`src/rtl/crcfr_pkg.sv`:
```
// Shared constants, types and the CRC-8 byte update for the frame receiver.
package crcfr_pkg;

  localparam int WORDS_DEFAULT = 15;

  localparam logic [7:0] SYNC_FIRST_RESET  = 8'h58;
  localparam logic [7:0] SYNC_SECOND_RESET = 8'h50;
  localparam logic [7:0] CRC_POLY          = 8'h07;

  localparam int CFG_INDEX_W = 1;
  localparam logic [CFG_INDEX_W-1:0] CFG_SYNC_FIRST  = 1'b0;
  localparam logic [CFG_INDEX_W-1:0] CFG_SYNC_SECOND = 1'b1;

  // Write of one assembled payload word into the frame store.
  typedef struct packed {
    logic        en;
    logic        bank;
    logic [31:0] data;
  } word_wr_t;

  // Status of the frame token queue.
  typedef struct packed {
    logic full;
    logic empty;
    logic head;
  } queue_stat_t;

  // CRC-8, MSB first, no reflection, no final xor.
  function automatic logic [7:0] crc8_byte(input logic [7:0] crc, input logic [7:0] b);
    logic [7:0] c;
    c = crc ^ b;
    for (int i = 0; i < 8; i++) begin
      c = c[7] ? ((c << 1) ^ CRC_POLY) : (c << 1);
    end
    return c;
  endfunction

endpackage

```
`src/rtl/crc8_frame_receiver.sv`:
```
// Top level of the CRC-8 sync-header frame receiver.
// Input channel (in_valid/in_ready, rx_byte) takes one received byte per request.
// The block hunts for sync_first then sync_second, collects WORDS little-endian
// 32-bit words (first byte in bits 7..0) and one check byte; the CRC-8 (poly
// 0x07, init 0, MSB first) covers header and payload. On a match the output
// channel (out_valid/out_ready) carries WORDS requests with word_index
// 0..WORDS-1 and last set on the final word; on a mismatch nothing comes out.
// Either way the receiver goes back to hunting.
// Throughput: the front end takes one byte per cycle while in_ready is high. The
// back end reads each word from the frame store with a registered memory read
// (FETCH), then shows it (SHOW); it fetches the next word only after the shown
// word is taken. A good frame's token enters the queue with the check byte.
// Stalls: two frame banks decouple the ends. When both hold frames not yet
// drained, in_ready drops at the payload or check byte until the back end frees
// one. A stall on out_ready holds the current word; header bytes still flow.
// Reset: rst (synchronous) returns to hunting, empties the token queue and
// loads sync_first = 0x58, sync_second = 0x50. cfg_write writes a sync byte into
// its register; it counts from the next header comparison.
module crc8_frame_receiver #(
  parameter int WORDS = crcfr_pkg::WORDS_DEFAULT
) (
  input  logic                              clk,
  input  logic                              rst,
  input  logic                              in_valid,
  output logic                              in_ready,
  input  logic [7:0]                        rx_byte,
  output logic                              out_valid,
  input  logic                              out_ready,
  output logic [3:0]                        word_index,
  output logic [31:0]                       word_value,
  output logic                              last,
  input  logic                              cfg_write,
  input  logic [crcfr_pkg::CFG_INDEX_W-1:0] cfg_index,
  input  logic [7:0]                        cfg_data
);
  import crcfr_pkg::*;

  localparam int IW = (WORDS > 1) ? $clog2(WORDS) : 1;

  logic [7:0]    sync_first;
  logic [7:0]    sync_second;
  queue_stat_t   q_stat;
  logic          push;
  logic          push_bank;
  logic          pop;
  word_wr_t      wr;
  logic [IW-1:0] wr_word;

  // Hold the header bytes; unknown indexes cannot occur with a one-bit index.
  always_ff @(posedge clk) begin
    if (rst) begin
      sync_first  <= SYNC_FIRST_RESET;
      sync_second <= SYNC_SECOND_RESET;
    end else if (cfg_write) begin
      unique case (cfg_index)
        CFG_SYNC_FIRST:  sync_first  <= cfg_data;
        CFG_SYNC_SECOND: sync_second <= cfg_data;
        default: ;
      endcase
    end
  end

  // Front end: parse bytes, assemble words, judge the check byte.
  crcfr_front #(.WORDS(WORDS), .IW(IW)) u_front (
    .clk         (clk),
    .rst         (rst),
    .in_valid    (in_valid),
    .in_ready    (in_ready),
    .rx_byte     (rx_byte),
    .sync_first  (sync_first),
    .sync_second (sync_second),
    .q_stat      (q_stat),
    .push        (push),
    .push_bank   (push_bank),
    .wr          (wr),
    .wr_word     (wr_word)
  );

  // Queue of good frames waiting to be drained.
  crcfr_queue u_queue (
    .clk       (clk),
    .rst       (rst),
    .push      (push),
    .push_bank (push_bank),
    .pop       (pop),
    .stat      (q_stat)
  );

  // Back end: frame store and word emitter.
  crcfr_back #(.WORDS(WORDS), .IW(IW)) u_back (
    .clk        (clk),
    .rst        (rst),
    .q_stat     (q_stat),
    .pop        (pop),
    .wr         (wr),
    .wr_word    (wr_word),
    .out_valid  (out_valid),
    .out_ready  (out_ready),
    .word_index (word_index),
    .word_value (word_value),
    .last       (last)
  );

endmodule

```
`src/rtl/crcfr_front.sv`:
```
// Front end: header hunt, payload assembly, running CRC and check-byte verdict.
module crcfr_front #(
  parameter int WORDS = crcfr_pkg::WORDS_DEFAULT,
  parameter int IW = (WORDS > 1) ? $clog2(WORDS) : 1
) (
  input  logic                   clk,
  input  logic                   rst,
  input  logic                   in_valid,
  output logic                   in_ready,
  input  logic [7:0]             rx_byte,
  input  logic [7:0]             sync_first,
  input  logic [7:0]             sync_second,
  input  crcfr_pkg::queue_stat_t q_stat,
  output logic                   push,
  output logic                   push_bank,
  output crcfr_pkg::word_wr_t    wr,
  output logic [IW-1:0]          wr_word
);
  import crcfr_pkg::*;

  typedef enum logic [1:0] {HUNT, SECOND, PAYLOAD, CHECK} phase_t;

  localparam logic [IW-1:0] LAST_WORD = IW'(WORDS - 1);

  phase_t        phase;
  logic [IW-1:0] word_cnt;
  logic [1:0]    lane;
  logic [7:0]    running_crc;
  logic [23:0]   partial;
  logic          bank;
  logic          take;

  // Stall payload and check bytes while both banks hold frames that wait for the back end.
  assign in_ready = !((phase == PAYLOAD || phase == CHECK) && q_stat.full);
  assign take     = in_valid && in_ready;

  assign wr.en     = take && phase == PAYLOAD && lane == 2'd3;
  assign wr.bank   = bank;
  assign wr.data   = {rx_byte, partial};
  assign wr_word   = word_cnt;
  assign push      = take && phase == CHECK && rx_byte == running_crc;
  assign push_bank = bank;

  always_ff @(posedge clk) begin
    if (rst) begin
      phase       <= HUNT;
      word_cnt    <= '0;
      lane        <= '0;
      running_crc <= '0;
      bank        <= 1'b0;
    end else if (take) begin
      unique case (phase)
        HUNT: begin
          if (rx_byte == sync_first) begin
            running_crc <= crc8_byte(8'h00, rx_byte);
            phase       <= SECOND;
          end
        end
        SECOND: begin
          if (rx_byte == sync_second) begin
            running_crc <= crc8_byte(running_crc, rx_byte);
            word_cnt    <= '0;
            lane        <= '0;
            phase       <= PAYLOAD;
          end else if (rx_byte == sync_first) begin
            running_crc <= crc8_byte(8'h00, rx_byte);
          end else begin
            running_crc <= '0;
            phase       <= HUNT;
          end
        end
        PAYLOAD: begin
          running_crc <= crc8_byte(running_crc, rx_byte);
          partial     <= {rx_byte, partial[23:8]};
          lane        <= lane + 2'd1;
          if (lane == 2'd3) begin
            word_cnt <= word_cnt + IW'(1);
            if (word_cnt == LAST_WORD) begin
              phase <= CHECK;
            end
          end
        end
        CHECK: begin
          if (rx_byte == running_crc) begin
            bank <= !bank;
          end
          running_crc <= '0;
          phase       <= HUNT;
        end
        default: phase <= HUNT;
      endcase
    end
  end

  a_no_push_when_full: assert property (@(posedge clk) disable iff (rst)
    push |-> !q_stat.full)
    else $error("frame token pushed into a full queue");

  a_no_write_on_pending: assert property (@(posedge clk) disable iff (rst)
    wr.en |-> !q_stat.full)
    else $error("payload written while both banks are pending");

endmodule

```
`src/rtl/crcfr_queue.sv`:
```
// Two-entry queue of good-frame tokens, each naming the bank that holds the frame.
module crcfr_queue (
  input  logic                   clk,
  input  logic                   rst,
  input  logic                   push,
  input  logic                   push_bank,
  input  logic                   pop,
  output crcfr_pkg::queue_stat_t stat
);
  import crcfr_pkg::*;

  logic [1:0] slot;
  logic       rd_ptr;
  logic       wr_ptr;
  logic [1:0] count;

  assign stat.full  = count == 2'd2;
  assign stat.empty = count == 2'd0;
  assign stat.head  = slot[rd_ptr];

  always_ff @(posedge clk) begin
    if (rst) begin
      rd_ptr <= 1'b0;
      wr_ptr <= 1'b0;
      count  <= '0;
    end else begin
      if (push) begin
        slot[wr_ptr] <= push_bank;
        wr_ptr       <= !wr_ptr;
      end
      if (pop) begin
        rd_ptr <= !rd_ptr;
      end
      count <= count + {1'b0, push} - {1'b0, pop};
    end
  end

  a_no_overflow: assert property (@(posedge clk) disable iff (rst)
    push && !pop |-> !stat.full)
    else $error("token queue overflow");

  a_no_underflow: assert property (@(posedge clk) disable iff (rst)
    pop |-> !stat.empty)
    else $error("token queue underflow");

endmodule

```
`src/rtl/crcfr_back.sv`:
```
// Back end: two-bank frame store and the word emitter that drains a good frame.
module crcfr_back #(
  parameter int WORDS = crcfr_pkg::WORDS_DEFAULT,
  parameter int IW = (WORDS > 1) ? $clog2(WORDS) : 1
) (
  input  logic                   clk,
  input  logic                   rst,
  input  crcfr_pkg::queue_stat_t q_stat,
  output logic                   pop,
  input  crcfr_pkg::word_wr_t    wr,
  input  logic [IW-1:0]          wr_word,
  output logic                   out_valid,
  input  logic                   out_ready,
  output logic [3:0]             word_index,
  output logic [31:0]            word_value,
  output logic                   last
);
  import crcfr_pkg::*;

  localparam int DEPTH = 2 * WORDS;
  localparam int AW = $clog2(DEPTH);
  localparam logic [IW-1:0] LAST_WORD = IW'(WORDS - 1);
  localparam logic [AW-1:0] BANK_BASE = AW'(WORDS);

  typedef enum logic [1:0] {IDLE, FETCH, SHOW} state_t;

  logic [31:0]   mem [DEPTH];
  state_t        state;
  logic [IW-1:0] k;
  logic [31:0]   rd_data;
  logic [AW-1:0] wr_addr;
  logic [AW-1:0] rd_addr;

  assign wr_addr = AW'(wr_word) + (wr.bank ? BANK_BASE : '0);
  assign rd_addr = AW'(k) + (q_stat.head ? BANK_BASE : '0);

  assign out_valid  = state == SHOW;
  assign word_index = 4'(k);
  assign word_value = rd_data;
  assign last       = k == LAST_WORD;
  // Release the bank only once its last word has left.
  assign pop        = out_valid && out_ready && last;

  always_ff @(posedge clk) begin
    if (wr.en) begin
      mem[wr_addr] <= wr.data;
    end
    if (state == FETCH) begin
      rd_data <= mem[rd_addr];
    end
  end

  always_ff @(posedge clk) begin
    if (rst) begin
      state <= IDLE;
      k     <= '0;
    end else begin
      unique case (state)
        IDLE: begin
          if (!q_stat.empty) begin
            k     <= '0;
            state <= FETCH;
          end
        end
        FETCH: state <= SHOW;
        SHOW: begin
          if (out_ready) begin
            if (last) begin
              state <= IDLE;
            end else begin
              k     <= k + IW'(1);
              state <= FETCH;
            end
          end
        end
        default: state <= IDLE;
      endcase
    end
  end

  a_show_has_frame: assert property (@(posedge clk) disable iff (rst)
    out_valid |-> !q_stat.empty)
    else $error("word shown with no frame pending");

  a_gap_after_word: assert property (@(posedge clk) disable iff (rst)
    out_valid && out_ready && !last |=> !out_valid)
    else $error("next word shown before its fetch");

endmodule
```
`config.mk`:
```
export PLATFORM = sky130hd
export DESIGN_NAME = crc8_frame_receiver
export DESIGN_NICKNAME = d
export VERILOG_FILES = /design/src/rtl/crcfr_pkg.sv /design/src/rtl/crc8_frame_receiver.sv /design/src/rtl/crcfr_front.sv /design/src/rtl/crcfr_queue.sv /design/src/rtl/crcfr_back.sv
export SDC_FILE = /design/constraint.sdc
export NUM_CORES = 1
export LEC_CHECK = 0
export BUFFER_PORTS_ARGS = -buffer_cell sky130_fd_sc_hd__clkbuf_2
export CAP_MARGIN = 20
export CORE_AREA = 2 2 291 293
export DETAILED_ROUTE_END_ITERATION = 8
export DIE_AREA = 0 0 293 295
export PLACE_DENSITY = 0.74
export SYNTH_ARGS = -nofsm -noshare
export SYNTH_HDL_FRONTEND = slang
export SYNTH_SLANG_ARGS = --single-unit
```
`constraint.sdc`:
```
create_clock -name clk -period 6.15 [get_ports clk]
set_input_delay 0.3075 -clock clk [delete_from_list [all_inputs] [get_ports clk]]
set_output_delay 0.3075 -clock clk [all_outputs]
set_load 0.05 [all_outputs]
```
======== Word-level counts from Yosys, hierarchy flattened ========
Memory sizes are Yosys's and may differ from the RTL's. A register that Yosys moved wholly into a read port is not among the register bits.
Cells that the tools add are included.
operators by class
  add/subtract/negate cells ............... 7
  multipliers ............................. 0
  div/mod/pow operators ................... 0
  order comparisons ....................... 3
  equality and inequality tests ........... 20
  shift operators ......................... 0
  muxes and demuxes ....................... 48
  bitwise logic cells ..................... 19
  reduce and logical (&&, ||, !) cells .... 30
operators with widths
  cell                                                                   number
  3-bit two-way mux                                                      16
  3-bit inverter                                                         16
  8-bit one-hot mux with 4 select lines                                  1
  4-bit two-way mux                                                      7
  8-bit equality test                                                    3
  8-bit two-way mux                                                      3
  2-bit two-way mux                                                      8
  4-bit one-hot mux with 2 select lines                                  2
  4-bit by 5-bit adder with 5-bit output                                 2
  2-bit equality test, second input constant                             5
  2-bit inequality test, second input constant                           5
  2-bit AND reduction                                                    5
  1-bit logical AND                                                      9
  3-bit AND reduction                                                    3
  4-bit by 1-bit adder with 4-bit output, second input constant          2
  4-bit equality test, second input constant                             2
  2-bit one-hot mux with 4 select lines                                  1
  4-bit AND reduction                                                    2
  8-bit bitwise XOR                                                      1
  2-bit logical NOT                                                      3
  1-bit two-way mux                                                      6
  2-bit one-hot mux with 3 select lines                                  1
  5-bit AND reduction                                                    1
  2-bit by 1-bit equality test with 1-bit output, second input constant  2
  14 further kinds                                                       21
storage, ports and cells
  flip-flop bits (word level) ............. 69
  latch bits .............................. 0
  memory bits (writable) .................. 960
  ROM bits ................................ 0
  output and inout bits ................... 39
  word-level logic and storage cells ...... 142
  memories ................................ 1
memory list
  memory      words  width  read ports  clocked after memory_dff  wr ports  RTL line          RTL
  u_back.mem  30     32     1           1                         1         crcfr_back.sv:27  logic [31:0] mem [DEPTH];

======== Longest topological paths before layout ========
Gate-level depths: netlist of run 1.
  word-level depth ........................ 19
  mapped depth ............................ 12
  gate-level depth less buffers ........... 10

======== By module ========
Synthesis of run 1 repeated with hierarchy kept, for this count alone.
second synthesis, totals
  cell total of the unflattened synthesis .. 1975
  area, all modules ....................... 42166.7 µm²
modules (own cells, without submodules)
  module               times used  cells an instance  area each (µm²)
  crcfr_back           1           1667               38705.9
  crcfr_front          1           222                2534.9
  crc8_frame_receiver  1           64                 658.1
  crcfr_queue          1           22                 267.8

======== Worst setup path after synthesis of run 1 ========
Ideal clock, no wire load.
  kind .................................... register to register
  start point ............................. register u_front.bank (netlist: u_front.push_bank)
  end point ............................... memory u_back.mem[12][0], enable pin
  arrival time ............................ 3064 ps
  data required time ...................... 5729 ps
  slack ................................... 2665 ps
  stages on the path, launching flop included .. 6
  path through ............................ dfxtp_1 -> ha_1 -> fa_1 -> or3_1 -> clkbuf_1 -> nor2_1
on the way
  longest elaborated chain between the ends .. 2
RTL lines
  what                                    RTL line           RTL
  from (decl)                             crcfr_front.sv:30  logic bank;
  from (signal assigned)                  crcfr_front.sv:85  bank <= !bank;
  4-bit two-way mux                       crcfr_back.sv:34   assign wr_addr = AW'(wr_word) + (wr.bank ? BANK_BASE : '0);
  4-bit by 5-bit adder with 5-bit output  crcfr_back.sv:34
  to (decl)                               crcfr_back.sv:27
No other way between the ends.

======== Worst setup path in the final report of run 1 ========
  start point ............................. register u_queue.rd_ptr
  end point ............................... register u_back.rd_data[20] (netlist: u_back.word_value[20]), read port of u_back.mem, data pin
on the way
  longest elaborated chain between the ends .. 4
RTL lines
  what                                                   RTL line           RTL
  from (decl)                                            crcfr_queue.sv:13  logic rd_ptr;
  from (signal assigned)                                 crcfr_queue.sv:32  rd_ptr <= !rd_ptr;
  1-bit two-way mux (implied by the code) (2 in series)  crcfr_queue.sv:19  assign stat.head = slot[rd_ptr];
  4-bit two-way mux                                      crcfr_back.sv:35   assign rd_addr = AW'(k) + (q_stat.head ? BANK_BASE : '0);
  4-bit by 5-bit adder with 5-bit output                 crcfr_back.sv:35
  to (decl)                                              crcfr_back.sv:30   logic [31:0] rd_data;
No other way between the ends. The select of a mux whose other input is x is not followed.
A chain may end at the register's enable or synchronous reset.

==> summary.md, run 1 <==
| Metric | Value |
|---|---|
| Root Buffer | `clkbuf_16` |
| Met2 Resource Use GR | `0.3749` |
| Syn_area_per_cell | `between 15 and 20 µm²` |
| Post-CTS Repair Setup Buffers | `0` |
| Final #Nets | `about 2300` |
| Synth warn | `0` |
| Minimum clock period | `4077 ps` |
| Fin Setup TNS | `0 ps` |
| Yosys reg bits | `about 1100` |
| Run status | `complete, no violations` |
| Leak Pwr | `14.99 nW` |
| Clock skew | `31.13 ps` |
| Post-synth ARST share | `0` |
| Vias in the first global route | `21700` |
| First-pass GRT wire length | `144.8 mm` |
| Post-cts sizing count | `0` |
| IO Count | `61` |
| Clock slew at reported path FFs | `~60 ps` |
| Psw | `2.709 mW` |
| GRT Max-Usage Layer | `met2` |
| Core area | `0.08316 mm²` |
| Synth area leaders | `edfxtp_1, mux4_2, dfxtp_1` |
| Min-Delay Path Class | `in -> reg` |
| Clock Tree Buf Depth | `3` |
| Netlist cell types | `48` |
| RSZ-0062 raised after global routing | `no` |
| Sw Ratio | `0.1878` |
| Pins over their slew limit | `0` |
| Initial antenna violation count | `0` |
| CP Data Arrival Time | `4500 ps` |
| Achievable frequency | `245.3 MHz` |
| Max IR drop VDD | `0.2864 mV` |
| Synthesized area | `around 0.041 mm²` |
| Delay-heaviest family, CP | `adder cells` |
| Critical Path Fanout Max | `52` |
| Post-synth top flop | `edfxtp_1` |
| Die outline width | `293 µm` |
| Top cell type's share of synthesized area | `0.7412` |
| Worst Max-Slew Pin Slew | `1433 ps` |
| Number of CTS-inserted buffers | `98` |
| Number of vias per cell | `6.301` |
| Die area | `0.08644 mm²` |
| Largest net degree at the start of global routing | `161` |
| Final setup viols | `0` |
| Detail Route Antenna Nets | `0` |
| Met3 global-route usage | `0.05150` |
| Area Growth Syn to Fin | `13.52%` |
| Drt pass-1 iters | `5` |
| WL/cell | `roughly 30 µm` |
| Crit-path cells | `mux2i_1 > inv_1 > ha_4 > inv_1 > fa_4 > buf_4 > mux4_2 > mux2i_1 > a32oi_1 > and3_1` |
| Most frequent cells in the layout | `edfxtp_1, mux4_2, nand2_1` |
| Max Cap Viol | `0` |
| HPWL after DPL | `between 50 and 60 mm` |
| Flop-to-flop setup slack | `2070 ps` |
| Seq pwr share | `0.543` |
| Comb power frac | `0.008` |
| Global-route usage over all layers | `0.2322` |
| Share of layout cells above drive strength 1 | `0.2338` |
| Met1 usage | `0.3201` |
| Crit. End Element | `flip-flop` |
| Tcrit/Tclk final | `0.6629` |
| Residual DRC | `0` |
| Nature of the critical path startpoint | `flip-flop` |
| Overflow after GRT | `0` |
| Final WL | `between 90 and 100 mm` |
| Register area share after synthesis | `0.7621` |
| Yosys top cell by area | `edfxtp_1` |
| Post-Synthesis Cells | `2093` |
| Commonest non-fill, non-tap cell in the layout | `edfxtp_1` |
| PortBufs | `60` |
| Initial drt markers | `3067` |
| Vias | `21220` |
| Die height | `roughly 300 µm` |
| CP required | `6570 ps` |
| Number of flops mapped to enable cells by yosys | `between 1000 and 1500` |
| Num rows | `106` |
| Final WS setup | `2073 ps` |
| Antenna diodes | `0` |
| Clock Power Share | `0.449` |
| CP max-delay cell | `fa_4` |
| Clock sinks | `1061` |
| Worst setup path class | `reg -> reg` |
| Hold bufs inserted after CTS | `9` |
| Syn nets | `2139` |
| Final Hold Fails | `0` |
| Initial core utilization | `0.4960` |
| Slew Limit Headroom | `0.04435` |
| CP bufs+invs | `3` |
| H-Tree Depth | `3` |
| Cell internal pwr | `between 10 and 15 mW` |
| WHS | `74.44 ps` |
| Clock latency on the worst-skew pair | `670 ps` |
| Dpl ws | `between 2000 and 2500 ps` |
| GP Congestion | `0.7818` |
| TritonCTS clock tree | `yes` |
| PD cells | `around 310 mW/mm²` |
| Max incr delay on CP | `between 1000 and 1500 ps` |
-- layout make-up --
| class | count | area (µm²) |
|---|---|---|
| Fill cell | 5898 | 36340 |
| Sequential cell | 1061 | 31430 |
| Multi-Input combinational cell | 905 | 9618 |
| Clock buffer | 124 | 2644 |
| Tap cell | 1080 | 1351 |
| Timing Repair Buffer | 125 | 910.9 |
| Clock inverter | 58 | 807.0 |
| Inverter | 15 | 56.30 |
-- cells in the mapped netlist (all sizes together) (2+ instances only) --
library cell	number
nand3b	5
fa	2
o2111ai	2
o21ai	8
a211oi	2
o211ai	32
nand2	218
clkbuf	69
xnor2	39
mux4	224
nor3b	2
mux2i	68
inv	15
a311oi	8
nor2	65
nand4	7
xor2	21
nand2b	5
and3	35
nand3	37
a21oi	32
nor4	3
edfxtp	1018
a21o	2
dfxtp	43
nor2b	5
ha	22
buf	43
or3	13
a32oi	32
nor3	6
-- worst register-to-register path, cell delays in order (launching register included) --
cell and delay (ps):
dfxtp_1 370, mux2i_1 130, inv_1 170, ha_4 160, inv_1 50, fa_4 1420
buf_4 560, mux4_2 410, mux2i_1 250, a32oi_1 110, and3_1 240
-- per-stage QoR --
stage          utilization  power (mW)  instance area [µm²]  instances
2_1_floorplan            -       8.050                41240       2093
3_3_place_gp        0.5199       8.092                43240       3175
3_5_place_dp        0.5204       8.099                43280       3177
4_1_cts             0.5630       14.46                46820       3368
5_1_grt             0.5630       14.74                46820       3368
6_report            0.5630       14.42                46820       3368
-- metal layers --
layer / routed length (µm) / vias to the layer above / part of all wire
li1: - / 8662 / -
met3: 10660 / 209 / 0.11
met1: 37500 / 11010 / 0.38
met4: 2955 / 0 / 0.030
met2: 48270 / 1341 / 0.49
met5: 0 / - / 0
-- power groups by stage --
stage          logic [mW]  clock network (mW)  registers (mW)
2_1_floorplan      0.0660                   0            7.98
3_3_place_gp        0.108                   0            7.98
3_5_place_dp        0.114                   0            7.98
4_1_cts             0.119                6.52            7.83
5_1_grt             0.130                6.79            7.83
6_report            0.119                6.48            7.83
-- worst paths after layout --
check	start	endpoint	depth (start not counted)
setup reg to reg	u_queue.rd_ptr	u_back.word_value[20]	10
setup / recovery	u_queue.rd_ptr	u_back.word_value[20]	10
hold / removal	cfg_index	sync_first[0]	4
hold reg to reg	sync_first[7]	sync_first[7]	2
-- cell families after synthesis --
kind of cell,count (synthesis),synth area share
buffers and inverters,127,0.01262
and+or+nand+nor,406,0.04350
adders and majority gates,24,0.007645
DFF,1061,0.7621
muxes,292,0.1388
xor gates and xnor gates,60,0.01392
AOI/OAI and AO/OA,123,0.02142
-- flip-flops by register name, summed over array words and instances (netlist names), named ones only --
name	cells
u_queue.rd_ptr	1
u_front.partial	24
u_front.lane	2
sync_first	8
sync_second	8
u_back.word_index	4
u_front.phase	1
u_back.mem	960
u_front.wr_word	4
u_front.push_bank	1
u_queue.count	2
u_back.state	2
u_queue.wr_ptr	1
u_front.running_crc	8
u_queue.slot	2
u_back.word_value	32
No activity file was read; power rests on OpenSTA's default activity.
==> run 2, diff against run 1 <==
clock period = 3.85 ns   (was 6.15 ns; I/O delays follow)
==> run 2 against run 1 <==
  * Register-to-register slack lost 1700 ps
  * Routed wire length shrank 0.62%
  * Cell area grew 1.5%
  * Critical endpoint is now u_back.word_value[12]
==> summary.md, run 2 (synthesized netlist as in run 1, its figures left out) <==
| Metric | Value |
|---|---|
| Drt pass-1 iters | `6 (was 5)` |
| Largest Register | `u_back.mem (unchanged)` |
| Max incr delay on CP | `870 ps (was 1410 ps)` |
| Achievable frequency | `289.0 MHz (was 245.3 MHz)` |
| Residual DRC | `0 (unchanged)` |
| Worst Max-Slew Pin Slew | `1043 ps (was 1433 ps)` |
| Hold path depth | `4 (unchanged)` |
| Min-Delay Path Class | `in -> reg (unchanged)` |
| Crit-path cells | `mux2i_1 > inv_1 > ha_4 > inv_1 > fa_4 > buf_12 > buf_12 > mux4_2 > mux2i_1 > a32oi_1 > and3_1 (was mux2i_1 > inv_1 > ha_4 > inv_1 > fa_4 > buf_4 > mux4_2 > mux2i_1 > a32oi_1 > and3_1)` |
| CP required | `4270 ps (was 6570 ps)` |
| Leak Pwr | `15.30 nW (was 14.99 nW)` |
| Nature of the critical path startpoint | `flip-flop (unchanged)` |
| Reg-to-Reg Start | `u_queue.rd_ptr (unchanged)` |
| Seq pwr share | `0.548 (was 0.543)` |
| Dpl cells | `3210 (was 3177)` |
| Comb power frac | `0.008 (about the same)` |
| Max IR drop VDD | `0.3528 mV (was 0.2864 mV)` |
| H-Tree Depth | `3 (unchanged)` |
| Psw | `4.345 mW (was 2.709 mW)` |
| Sw Ratio | `0.1905 (was 0.1878)` |
| PD cells | `479.9 mW/mm² (was 308.1 mW/mm²)` |
| Number of CTS-inserted buffers | `99 (was 98)` |
| Clock sinks | `1061 (unchanged)` |
| Overflow after GRT | `0 (unchanged)` |
| RSZ-0062 raised after global routing | `no (unchanged)` |
| Max FFs per register | `960 (unchanged)` |
| First-pass GRT wire length | `144.6 mm (was 144.8 mm)` |
| Fin Setup TNS | `0 ps (unchanged)` |
| Initial drt markers | `2806 (was 3067)` |
| R2R cell count | `11 (was 10)` |
| HPWL after DPL | `52.34 mm (was 53.26 mm)` |
| Initial antenna violation count | `0 (unchanged)` |
| Commonest non-fill, non-tap cell in the layout | `edfxtp_1 (unchanged)` |
| Core area | `0.08316 mm² (unchanged)` |
| PortBufs | `60 (unchanged)` |
| Area Growth Syn to Fin | `15.23% (was 13.52%)` |
| Crit. End Element | `flip-flop (unchanged)` |
| Most frequent cells in the layout | `edfxtp_1, mux4_2, nand2_1 (unchanged)` |
| Final #Nets | `2292 (was 2252)` |
| Clock skew | `16.17 ps (was 31.13 ps)` |
| Finished Layout Cells | `3407 (was 3368)` |
| Worst setup path class | `reg -> reg (unchanged)` |
| Clock slew at reported path FFs | `70 ps (was 60 ps)` |
| Minimum clock period | `3460 ps (was 4077 ps)` |
| TritonCTS clock tree | `yes (unchanged)` |
| HP Start | `cfg_write (was cfg_index)` |
| Share of layout cells above drive strength 1 | `0.2450 (was 0.2338)` |
| Delay-heaviest family, CP | `adder cells (unchanged)` |
| Detail Route Antenna Nets | `0 (unchanged)` |
| Die height | `295 µm (unchanged)` |
| Clock Power Share | `0.443 (was 0.449)` |
| Pins over their slew limit | `0 (unchanged)` |
| Global-route usage over all layers | `0.2298 (was 0.2322)` |
| CP bufs+invs | `4 (was 3)` |
| Root Buffer | `clkbuf_16 (unchanged)` |
| Critical Path Fanout Max | `46 (was 52)` |
| Num rows | `106 (unchanged)` |
| Number of vias per cell | `6.275 (was 6.301)` |
| Final WL | `98.78 mm (was 99.39 mm)` |
| Die outline width | `293 µm (unchanged)` |
| Die area | `0.08644 mm² (unchanged)` |
| Final WS setup | `390.4 ps (was 2073 ps)` |
| Largest net degree at the start of global routing | `49 (was 161)` |
| R2r endpoint | `u_back.word_value[12] (was u_back.word_value[20])` |
| IO Count | `61 (unchanged)` |
| Max Cap Viol | `0 (unchanged)` |
| Flop-to-flop setup slack | `390 ps (was 2070 ps)` |
| CP max-delay cell | `fa_4 (unchanged)` |
| Cell internal pwr | `18.46 mW (was 11.72 mW)` |
| Run status | `complete, no violations (unchanged)` |
| Vias in the first global route | `21920 (was 21700)` |
| Final Hold Fails | `0 (unchanged)` |
| Post-CTS Repair Setup Buffers | `0 (unchanged)` |
| Clock Tree Buf Depth | `3 (unchanged)` |
| Tcrit/Tclk final | `0.8986 (was 0.6629)` |
| Clock latency on the worst-skew pair | `670 ps (about the same)` |
| WL/cell | `28.99 µm (was 29.51 µm)` |
| Dpl ws | `429.7 ps (was 2138 ps)` |
| Hold endpoint | `sync_second[6] (was sync_first[0])` |
| Slew Limit Headroom | `0.3044 (was 0.04435)` |
| Post-cts sizing count | `0 (unchanged)` |
| GP Congestion | `0.7944 (was 0.7818)` |
| CP Data Arrival Time | `3880 ps (was 4500 ps)` |
| Antenna diodes | `0 (unchanged)` |
| Initial core utilization | `0.4960 (unchanged)` |
| Final setup viols | `0 (unchanged)` |
| Vias | `21380 (was 21220)` |
-- run 2: cell count changes in the layout (fill, tap and decap cells not counted), moves of 2 or more --
| cell | change |
|---|---|
| clkbuf_1 | -6 |
| bufinv_16 | -2 |
| clkinv_1 | +5 |
| clkinv_2 | +6 |
| clkinvlp_4 | -2 |
| buf_12 | +37 |
| clkbuf_8 | -3 |
| dlygate4sd3_1 | +5 |
| clkbuf_16 | -2 |
| buf_4 | -4 |
| inv_16 | +2 |
-- run 2: worst max-delay path by stage --
stage / from / endpoint / cells after the start
global route: u_queue.rd_ptr / u_back.word_value[15] / 11
detailed placement: u_queue.rd_ptr / u_back.word_value[15] / 11
floorplan: u_front.push_bank / u_back.mem[12][0] / 5
global placement: u_queue.rd_ptr / u_back.word_value[6] / 11
finish: u_queue.rd_ptr / u_back.word_value[12] / 11
CTS: u_queue.rd_ptr / u_back.word_value[15] / 11
-- run 2: per-layer routing --
| metal | GRT usage | up-vias | part of all wire | routed length (µm) |
|---|---|---|---|---|
| li1 | - | 8760 | - | - |
| met1 | 0.3204 | 11180 | 0.39 | 38270 |
| met2 | 0.3717 | 1244 | 0.49 | 48010 |
| met3 | 0.04195 | 190 | 0.099 | 9759 |
| met4 | 0.07380 | 0 | 0.028 | 2742 |
| met5 | 0 | - | 0 | 0 |
-- run 2: layout make-up --
type	count	area, µm²
Tap cell	1080	1351
Clock buffer	113	2530
Clock inverter	69	840.8
Multi-Input combinational cell	905	9618
Sequential cell	1061	31430
Timing Repair Buffer	164	1699
Inverter	15	56.30
Fill cell	5810	35630
-- run 2: power by group through the flow --
stage / clock [mW] / sequential (mW) / combinational (mW)
3_3_place_gp: 0 / 12.8 / 0.167
5_1_grt: 10.6 / 12.5 / 0.208
3_5_place_dp: 0 / 12.8 / 0.176
6_report: 10.1 / 12.5 / 0.188
4_1_cts: 10.2 / 12.5 / 0.188
2_1_floorplan: 0 / 12.8 / 0.105
-- run 2: through the flow --
step	hold slack (ps)	utilization	instance area, µm²	power (mW)
final	29.36	0.5715	47530	22.81
after floorplan	291.4	-	41240	12.86
after CTS	5.689	0.5712	47500	22.91
after detailed placement	441.5	0.5290	43990	12.93
after global placement	432.9	0.5290	43990	12.92
after global routing	47.19	0.5715	47530	23.33
-- run 2: worst min-delay path, cell delays in order --
cell	delay, ps
clkbuf_2	110
nand2_1	200
nand2_1	90
nand3b_1	70
-- run 2: what timing repair did --
item                                   4_1_cts  5_1_grt
endpoints found under the hold margin       18        0
setup endpoints to repair                    0        0
hold buffers                                14        0
